[src/hdl/hpa_pkg.sv]
// Package for the handle pool allocator: pool constants, codes and item types.
// It depends on nothing; the allocator, the checker and the testbench refer to it by scoped names.
package hpa_pkg;

    localparam int POOL_SIZE = 256;
    localparam int ADDR_W    = $clog2(POOL_SIZE);
    localparam int CNT_W     = $clog2(POOL_SIZE + 1);
    localparam int ACTION_W  = 2;
    localparam int STATUS_W  = 2;
    localparam int HANDLE_W  = 8;

    localparam logic [ACTION_W-1:0] ACT_ALLOC = 2'd0;
    localparam logic [ACTION_W-1:0] ACT_TRY   = 2'd1;
    localparam logic [ACTION_W-1:0] ACT_FREE  = 2'd2;

    localparam logic [STATUS_W-1:0] STAT_OK        = 2'd0;
    localparam logic [STATUS_W-1:0] STAT_NONE      = 2'd1;
    localparam logic [STATUS_W-1:0] STAT_EXHAUSTED = 2'd2;
    localparam logic [STATUS_W-1:0] STAT_INVALID   = 2'd3;

    typedef enum logic [1:0] {
        FSM_CLEAR,
        FSM_IDLE,
        FSM_EXEC
    } fsm_t;

    typedef struct packed {
        logic [ACTION_W-1:0] action;
        logic [HANDLE_W-1:0] handle_in;
    } req_t;

    typedef struct packed {
        logic [STATUS_W-1:0] status;
        logic [HANDLE_W-1:0] handle_out;
    } rsp_t;

endpackage

[src/hdl/hpa_ram.sv]
// Generic single-port-write, single-port-read RAM with a registered read.
// It depends on nothing; the allocator uses it for the free list and the in-use marks.
module hpa_ram #(
    parameter int WIDTH = 8,
    parameter int DEPTH = 256
) (
    input  logic                     clk,
    input  logic                     we,
    input  logic [$clog2(DEPTH)-1:0] waddr,
    input  logic [WIDTH-1:0]         wdata,
    input  logic                     re,
    input  logic [$clog2(DEPTH)-1:0] raddr,
    output logic [WIDTH-1:0]         rdata
);

    logic [WIDTH-1:0] mem [DEPTH];

    always_ff @(posedge clk)
    begin
        if (we)
        begin
            mem[waddr] <= wdata;
        end
    end

    always_ff @(posedge clk)
    begin
        if (re)
        begin
            rdata <= mem[raddr];
        end
    end

endmodule

[src/hdl/handle_pool_allocator.sv]
// Top level of the handle pool allocator: control, pointers and the two memories.
// It depends on hpa_pkg and hpa_ram.
//
// An item is accepted when start is high and busy is low, and the memories are read at
// that edge; in the EXEC state that follows, the block decides, writes back and registers
// the result, which appears on result with done high for one cycle after that. The
// registered read of the free-list and in-use memories is why the EXEC state is needed;
// busy stays high in EXEC, so a new item is accepted only once the last one is decided.
// After reset the block is busy while it clears all 256 entries of the in-use memory,
// one entry a cycle. The receiver cannot stall, so done is never held off.
module handle_pool_allocator (
    input  logic          clk,
    input  logic          rst_n,
    input  logic          start,
    output logic          busy,
    input  hpa_pkg::req_t request,
    output logic          done,
    output hpa_pkg::rsp_t result
);

    hpa_pkg::fsm_t state_reg, state_next;

    logic [hpa_pkg::ADDR_W-1:0] clr_cnt_reg, clr_cnt_next;
    logic [hpa_pkg::ADDR_W-1:0] head_reg, head_next;
    logic [hpa_pkg::ADDR_W-1:0] tail_reg, tail_next;
    logic [hpa_pkg::CNT_W-1:0]  count_reg, count_next;
    logic [hpa_pkg::CNT_W-1:0]  fresh_reg, fresh_next;
    hpa_pkg::req_t              req_reg;
    hpa_pkg::rsp_t              rsp_reg, rsp_next;
    logic                       done_reg, done_next;

    logic                       accept;
    logic                       exec;
    logic                       clearing;
    logic                       clr_last;
    logic                       have_free;
    logic                       do_pop;
    logic                       do_fresh;
    logic                       do_free;
    logic                       in_range;

    logic                       mark_we;
    logic [hpa_pkg::ADDR_W-1:0] mark_waddr;
    logic                       mark_wdata;
    logic                       mark_rdata;
    logic [hpa_pkg::ADDR_W-1:0] list_rdata;

    function automatic logic [hpa_pkg::ADDR_W-1:0] clr_head(
        input logic [hpa_pkg::ADDR_W-1:0] pos
    );
        if (pos == hpa_pkg::ADDR_W'(hpa_pkg::POOL_SIZE - 1))
        begin
            return '0;
        end
        return pos + 1'b1;
    endfunction

    assign accept   = start && !busy;
    assign clr_last = (clr_cnt_reg == hpa_pkg::ADDR_W'(hpa_pkg::POOL_SIZE - 1));

    always_comb
    begin
        state_next = state_reg;
        case (state_reg)
            hpa_pkg::FSM_CLEAR:
            begin
                if (clr_last)
                begin
                    state_next = hpa_pkg::FSM_IDLE;
                end
            end
            hpa_pkg::FSM_IDLE:
            begin
                if (start)
                begin
                    state_next = hpa_pkg::FSM_EXEC;
                end
            end
            hpa_pkg::FSM_EXEC:
            begin
                state_next = hpa_pkg::FSM_IDLE;
            end
            default:
            begin
                state_next = hpa_pkg::FSM_CLEAR;
            end
        endcase
    end

    always_comb
    begin
        busy     = 1'b1;
        exec     = 1'b0;
        clearing = 1'b0;
        case (state_reg)
            hpa_pkg::FSM_CLEAR:
            begin
                clearing = 1'b1;
            end
            hpa_pkg::FSM_IDLE:
            begin
                busy = 1'b0;
            end
            hpa_pkg::FSM_EXEC:
            begin
                exec = 1'b1;
            end
            default:
            begin
                busy = 1'b1;
            end
        endcase
    end

    assign have_free = (count_reg != '0);
    assign in_range  = ({1'b0, req_reg.handle_in} < 9'(hpa_pkg::POOL_SIZE));
    assign do_pop    = exec && have_free
                       && (req_reg.action == hpa_pkg::ACT_ALLOC
                           || req_reg.action == hpa_pkg::ACT_TRY);
    assign do_fresh  = exec && !have_free && (req_reg.action == hpa_pkg::ACT_ALLOC)
                       && (fresh_reg < hpa_pkg::CNT_W'(hpa_pkg::POOL_SIZE));
    assign do_free   = exec && (req_reg.action == hpa_pkg::ACT_FREE) && in_range && mark_rdata;

    always_comb
    begin
        mark_we    = 1'b0;
        mark_waddr = clr_cnt_reg;
        mark_wdata = 1'b0;
        if (clearing)
        begin
            mark_we = 1'b1;
        end
        else if (do_pop)
        begin
            mark_we    = 1'b1;
            mark_waddr = list_rdata;
            mark_wdata = 1'b1;
        end
        else if (do_fresh)
        begin
            mark_we    = 1'b1;
            mark_waddr = fresh_reg[hpa_pkg::ADDR_W-1:0];
            mark_wdata = 1'b1;
        end
        else if (do_free)
        begin
            mark_we    = 1'b1;
            mark_waddr = req_reg.handle_in[hpa_pkg::ADDR_W-1:0];
        end
    end

    always_comb
    begin
        clr_cnt_next = clearing ? clr_cnt_reg + 1'b1 : clr_cnt_reg;
        head_next    = head_reg;
        tail_next    = tail_reg;
        count_next   = count_reg;
        fresh_next   = fresh_reg;
        rsp_next     = '0;
        done_next    = exec;

        if (do_pop)
        begin
            head_next  = clr_head(head_reg);
            count_next = count_reg - 1'b1;
        end
        if (do_fresh)
        begin
            fresh_next = fresh_reg + 1'b1;
        end
        if (do_free)
        begin
            tail_next  = clr_head(tail_reg);
            count_next = count_reg + 1'b1;
        end

        if (do_pop)
        begin
            rsp_next.status     = hpa_pkg::STAT_OK;
            rsp_next.handle_out = hpa_pkg::HANDLE_W'(list_rdata);
        end
        else if (do_fresh)
        begin
            rsp_next.status     = hpa_pkg::STAT_OK;
            rsp_next.handle_out = fresh_reg[hpa_pkg::HANDLE_W-1:0];
        end
        else if (do_free)
        begin
            rsp_next.status = hpa_pkg::STAT_OK;
        end
        else if (req_reg.action == hpa_pkg::ACT_ALLOC)
        begin
            rsp_next.status = hpa_pkg::STAT_EXHAUSTED;
        end
        else if (req_reg.action == hpa_pkg::ACT_TRY)
        begin
            rsp_next.status = hpa_pkg::STAT_NONE;
        end
        else
        begin
            rsp_next.status = hpa_pkg::STAT_INVALID;
        end
    end

    always_ff @(posedge clk or negedge rst_n)
    begin
        if (!rst_n)
        begin
            state_reg   <= hpa_pkg::FSM_CLEAR;
            clr_cnt_reg <= '0;
            head_reg    <= '0;
            tail_reg    <= '0;
            count_reg   <= '0;
            fresh_reg   <= '0;
            done_reg    <= 1'b0;
        end
        else
        begin
            state_reg   <= state_next;
            clr_cnt_reg <= clr_cnt_next;
            head_reg    <= head_next;
            tail_reg    <= tail_next;
            count_reg   <= count_next;
            fresh_reg   <= fresh_next;
            done_reg    <= done_next;
        end
    end

    always_ff @(posedge clk)
    begin
        if (accept)
        begin
            req_reg <= request;
        end
        if (exec)
        begin
            rsp_reg <= rsp_next;
        end
    end

    hpa_ram #(
        .WIDTH (hpa_pkg::ADDR_W),
        .DEPTH (hpa_pkg::POOL_SIZE)
    ) u_free_list (
        .clk   (clk),
        .we    (do_free),
        .waddr (tail_reg),
        .wdata (req_reg.handle_in[hpa_pkg::ADDR_W-1:0]),
        .re    (accept),
        .raddr (head_reg),
        .rdata (list_rdata)
    );

    hpa_ram #(
        .WIDTH (1),
        .DEPTH (hpa_pkg::POOL_SIZE)
    ) u_in_use (
        .clk   (clk),
        .we    (mark_we),
        .waddr (mark_waddr),
        .wdata (mark_wdata),
        .re    (accept),
        .raddr (request.handle_in[hpa_pkg::ADDR_W-1:0]),
        .rdata (mark_rdata)
    );

    assign done   = done_reg;
    assign result = rsp_reg;

endmodule

[config.mk]
export PLATFORM = sky130hd
export DESIGN_NAME = handle_pool_allocator
export DESIGN_NICKNAME = d
export VERILOG_FILES = /design/src/hdl/hpa_pkg.sv /design/src/hdl/hpa_ram.sv /design/src/hdl/handle_pool_allocator.sv
export SDC_FILE = /design/constraint.sdc
export NUM_CORES = 2
export LEC_CHECK = 0
export ABC_AREA = 1
export BUFFER_PORTS_ARGS = -buffer_cell sky130_fd_sc_hd__buf_2
export CAP_MARGIN = 30
export CELL_PAD_IN_SITES_DETAIL_PLACEMENT = 1
export CELL_PAD_IN_SITES_GLOBAL_PLACEMENT = 1
export CORE_MARGIN = 1.5
export CORE_UTILIZATION = 50
export DETAILED_ROUTE_END_ITERATION = 10
export PLACE_DENSITY_LB_ADDON = 0.05
export SYNTH_ARGS = -nofsm -noshare
export SYNTH_HDL_FRONTEND = slang
export SYNTH_SLANG_ARGS = --single-unit
[constraint.sdc]
create_clock -name clk -period 5.76 [get_ports clk]
set_clock_uncertainty 0.15 [all_clocks]
set_input_delay 1.44 -clock clk [delete_from_list [all_inputs] [get_ports clk]]
set_output_delay 1.44 -clock clk [all_outputs]
set_load 0.005 [all_outputs]
==> impl_metrics.env <==
export IMPL_tightestPinTransition_ns=1.30
export IMPL_cts_buffers=277
export IMPL_flip_flop_count_of_the_largest_register_after_layout=2048
export IMPL_library_cell_with_the_highest_instance_count_after_synthesis="sky130_fd_sc_hd__edfxtp_1"
export IMPL_hold_viol=0
export IMPL_asyncSetResetFlopFracSynth=0.0189
export IMPL_cts_root_buf="sky130_fd_sc_hd__clkbuf_16"
export IMPL_period_minus_slack_ns=4.17
export IMPL_first_global_vias=71079
export IMPL_total_leakage_power_nw=40.2
export IMPL_fin_tns_setup_ns=0
export IMPL_vias_per_cell=5.74
export IMPL_initial_utilization=0.502
export IMPL_drt_wirelength_per_cell_um=25.6
export IMPL_grt_max_degree=180
export IMPL_top_register="u_free_list.mem"
export IMPL_synthDominantCellAreaShare=0.699
export IMPL_clock_tree_htree_level_count=5
export IMPL_total_die_area_mm2=0.203
export IMPL_crit_path_cell_chain="nor2_2 > inv_2 > nor3_4 > nand2_4 > nand2_8 > buf_4 > buf_4"
export IMPL_synthesis_instances=9268
export IMPL_ys_ff_latch=2378
export IMPL_clock_sink_count=2378
export IMPL_worstPathMaxFanout=103
export IMPL_worst_setup_path_start_kind="flop"
export IMPL_area_growth_synth_to_final_pct=10.8
export IMPL_timing_max_slew_rel_slack=0.132
export IMPL_finish_net_count=9174
export IMPL_ir_worst_vdd_uv=365
export IMPL_timing_setup_critical_path_class="flop to flop"
export IMPL_grt_first_pass_wirelength_um=460000
export IMPL_fp_coreArea_mm2=0.199
export IMPL_reg_top3="u_free_list.mem: 2048 flops, u_in_use.mem: 256 flops"
export IMPL_cts_repair_timing_setup_buffer_count=0
export IMPL_critical_path_slowest_cell="sky130_fd_sc_hd__buf_4"
export IMPL_report_final_slew_viol_count=0
export IMPL_synth_ff_type="sky130_fd_sc_hd__edfxtp_1"
export IMPL_cp_data_required_time_ns=6.17
export IMPL_globalRouteTotalUtil=0.302
export IMPL_gp_congestion=0.846
export IMPL_share_of_the_clock_period_used_by_the_worst_path_after_layout=0.724
export IMPL_post_route_cells_drive_above_1_share=0.0608
export IMPL_final_design_area_no_fill_mm2=0.111
export IMPL_die_x_um=451
export IMPL_fill_cells=20844
export IMPL_layout_area_seq_mm2=0.0712
export IMPL_postSynthNetCount=9296
export IMPL_arrival_ns=4.58
export IMPL_critical_path_max_stage_delay_ns=0.83
export IMPL_postCtsHoldBufs=0
export IMPL_outcome="complete, no violations"
export IMPL_drt_first_pass_iters=5
export IMPL_postCtsResizedCells=0
export IMPL_seq_area_frac_synth=0.711
export IMPL_cp_num_buf_inv=3
export IMPL_gr_total_overflow=0
export IMPL_worst_setup_path_end_kind="flop"
export IMPL_timing_max_cap_violations=0
export IMPL_multi_input_logic_area_mm2=0.0249
export IMPL_hpwlAfterDp_um=174000
export IMPL_synth_area_per_cell_um2=10.8
export IMPL_detailed_place_area_mm2=0.103
export IMPL_port_buffers=24
export IMPL_number_of_enable_flip_flop_cells_after_synthesis=2333
export IMPL_drcViolationCount=0
export IMPL_hold_path_class="flop to flop"
export IMPL_floorplan_die_height_um=451
export IMPL_power_density_cell_area_mw_per_mm2=430
export IMPL_timing_final_setup_violations=0
export IMPL_tritoncts="yes"
export IMPL_vias=68758
export IMPL_yosys_warnings=0
export IMPL_row_count=164
export IMPL_clock_transition_at_the_register_clock_pins_on_the_worst_setup_and_hold_paths_after_cts_ns=0.06
export IMPL_clkLatencyLatePin_ns=0.92
export IMPL_finalHoldWorstSlack_ns=0.353
export IMPL_ys_types=40
export IMPL_antenna_violating_nets_post_route=0
export IMPL_timing_fmax_ghz=0.240
export IMPL_ys_top_cells_by_count="sky130_fd_sc_hd__edfxtp_1, sky130_fd_sc_hd__nand2_1, sky130_fd_sc_hd__nor2_1, sky130_fd_sc_hd__nand3_1, sky130_fd_sc_hd__o21ai_0"
export IMPL_antenna_violations_before_repair=9
export IMPL_synthesis_area_mm2=0.100
export IMPL_synth_top_cell_by_area="sky130_fd_sc_hd__edfxtp_1"
export IMPL_floorplan_io_pins=25
export IMPL_ys_top_cells_by_area="sky130_fd_sc_hd__edfxtp_1, sky130_fd_sc_hd__nand2_1, sky130_fd_sc_hd__nor2_1"
export IMPL_initialDrtViolationCount=6532
export IMPL_clockBufferDepth=4
export IMPL_routed_wl_um=307000
export IMPL_critical_path_most_common_cell="sky130_fd_sc_hd__buf_4"
export IMPL_rsz0062_at_grt="false"
export IMPL_timing_critical_path_max_delay_family="buffers and inverters"
==> cells by family (layout without fill, tap and decap cells) <==
kind of cell               after synthesis  count (layout)  synth area share
AOI/OAI and AO/OA                      879             879            0.0464
xor gates and xnor gates                25              25           0.00219
other                                    0               2                 0
adders and majority gates               15              15           0.00195
buffers and inverters                 1068            1128            0.0414
DFF                                   2378            2378             0.711
and+or+nand+nor                       4903            4903             0.197
==> power breakdown <==
group	switching [mW]	internal, mW
clock network	6.76	9.33
registers	0.237	19.0
logic	9.07	3.24
total	16.1	31.6
==> layout by cell type (no fill, tap or decap), types with 8 or more instances in the layout <==
master                      Yosys  routed
sky130_fd_sc_hd__nand2_1     2280    2269
sky130_fd_sc_hd__buf_2         85      23
sky130_fd_sc_hd__o22ai_1       21      21
sky130_fd_sc_hd__o211ai_1      69      69
sky130_fd_sc_hd__edfxtp_1    2333    2333
sky130_fd_sc_hd__dfrtp_1       45      41
sky130_fd_sc_hd__clkinv_2       1      39
sky130_fd_sc_hd__nand3_2       13      17
sky130_fd_sc_hd__clkinv_1       4      59
sky130_fd_sc_hd__nor2_1      1674    1671
sky130_fd_sc_hd__inv_1        508     505
sky130_fd_sc_hd__nand2_2        2      13
sky130_fd_sc_hd__buf_4          1      86
sky130_fd_sc_hd__nor3_1         8       8
sky130_fd_sc_hd__buf_12         0      31
sky130_fd_sc_hd__or2_2         14      14
sky130_fd_sc_hd__a21oi_1      102     102
sky130_fd_sc_hd__o21ai_0      673     673
sky130_fd_sc_hd__nand3_1      887     883
sky130_fd_sc_hd__nor2_2         9      11
sky130_fd_sc_hd__ha_1          14      14
sky130_fd_sc_hd__bufinv_16      0       8
sky130_fd_sc_hd__clkbuf_16      0     284
sky130_fd_sc_hd__clkbuf_1     381      72
sky130_fd_sc_hd__xor2_1        19      19
==> worst reg2reg max path, cell delays in order (launching register included) <==
cell	delay (ns)
sky130_fd_sc_hd__dfrtp_1	0.41
sky130_fd_sc_hd__nor2_2	0.49
sky130_fd_sc_hd__inv_2	0.18
sky130_fd_sc_hd__nor3_4	0.30
sky130_fd_sc_hd__nand2_4	0.17
sky130_fd_sc_hd__nand2_8	0.33
sky130_fd_sc_hd__buf_4	0.80
sky130_fd_sc_hd__buf_4	0.90
==> stage by stage <==
| stage | worst slack (ns) | std cells | util | power [mW] |
|---|---|---|---|---|
| 4_1_cts | 1.57 | 11982 | 0.556 | 47.9 |
| 5_1_grt | 1.27 | 11985 | 0.556 | 49.7 |
| 6_report | 1.59 | 11986 | 0.556 | 47.7 |
| 3_3_place_gp | 1.65 | 11516 | 0.515 | 31.5 |
| 3_5_place_dp | 1.61 | 11521 | 0.516 | 31.8 |
| 2_1_floorplan | 0.771 | 9268 | - | 27.6 |
==> cell type report <==
class                      instances  share of cell area
clock inverter                   105             0.00610
sequential                      2378               0.642
timing repair buffer             146              0.0138
antenna                            2           0.0000451
tap                             2656              0.0299
clock buffer                     356              0.0665
multi-input combinational       5822               0.224
inverter                         521              0.0178
==> worst paths after layout <==
kind | startpoint | to | slack [ns] | depth (start not counted)
worst max-delay path | state_reg[0] | u_in_use.mem[43] | 1.59 | 7
worst min-delay path | fresh_reg[2] | fresh_reg[2] | 0.35 | 1
worst max register to register | state_reg[0] | u_in_use.mem[43] | 1.59 | 7
worst min register to register | fresh_reg[2] | fresh_reg[2] | 0.35 | 1
max in group asynchronous | rst_n | head_reg[0] | 4.35 | 2
min in group asynchronous | rst_n | done | 0.52 | 2
==> layer usage <==
layer / vias to the layer above / GRT usage / routed length (µm)
met5: - / 0 / 41
met4: 6 / 0.114 / 11800
met3: 554 / 0.0446 / 18400
met2: 2077 / 0.491 / 147000
met1: 35011 / 0.412 / 130000
li1: 31110 / - / -
(Power assumes the default switching activity.)
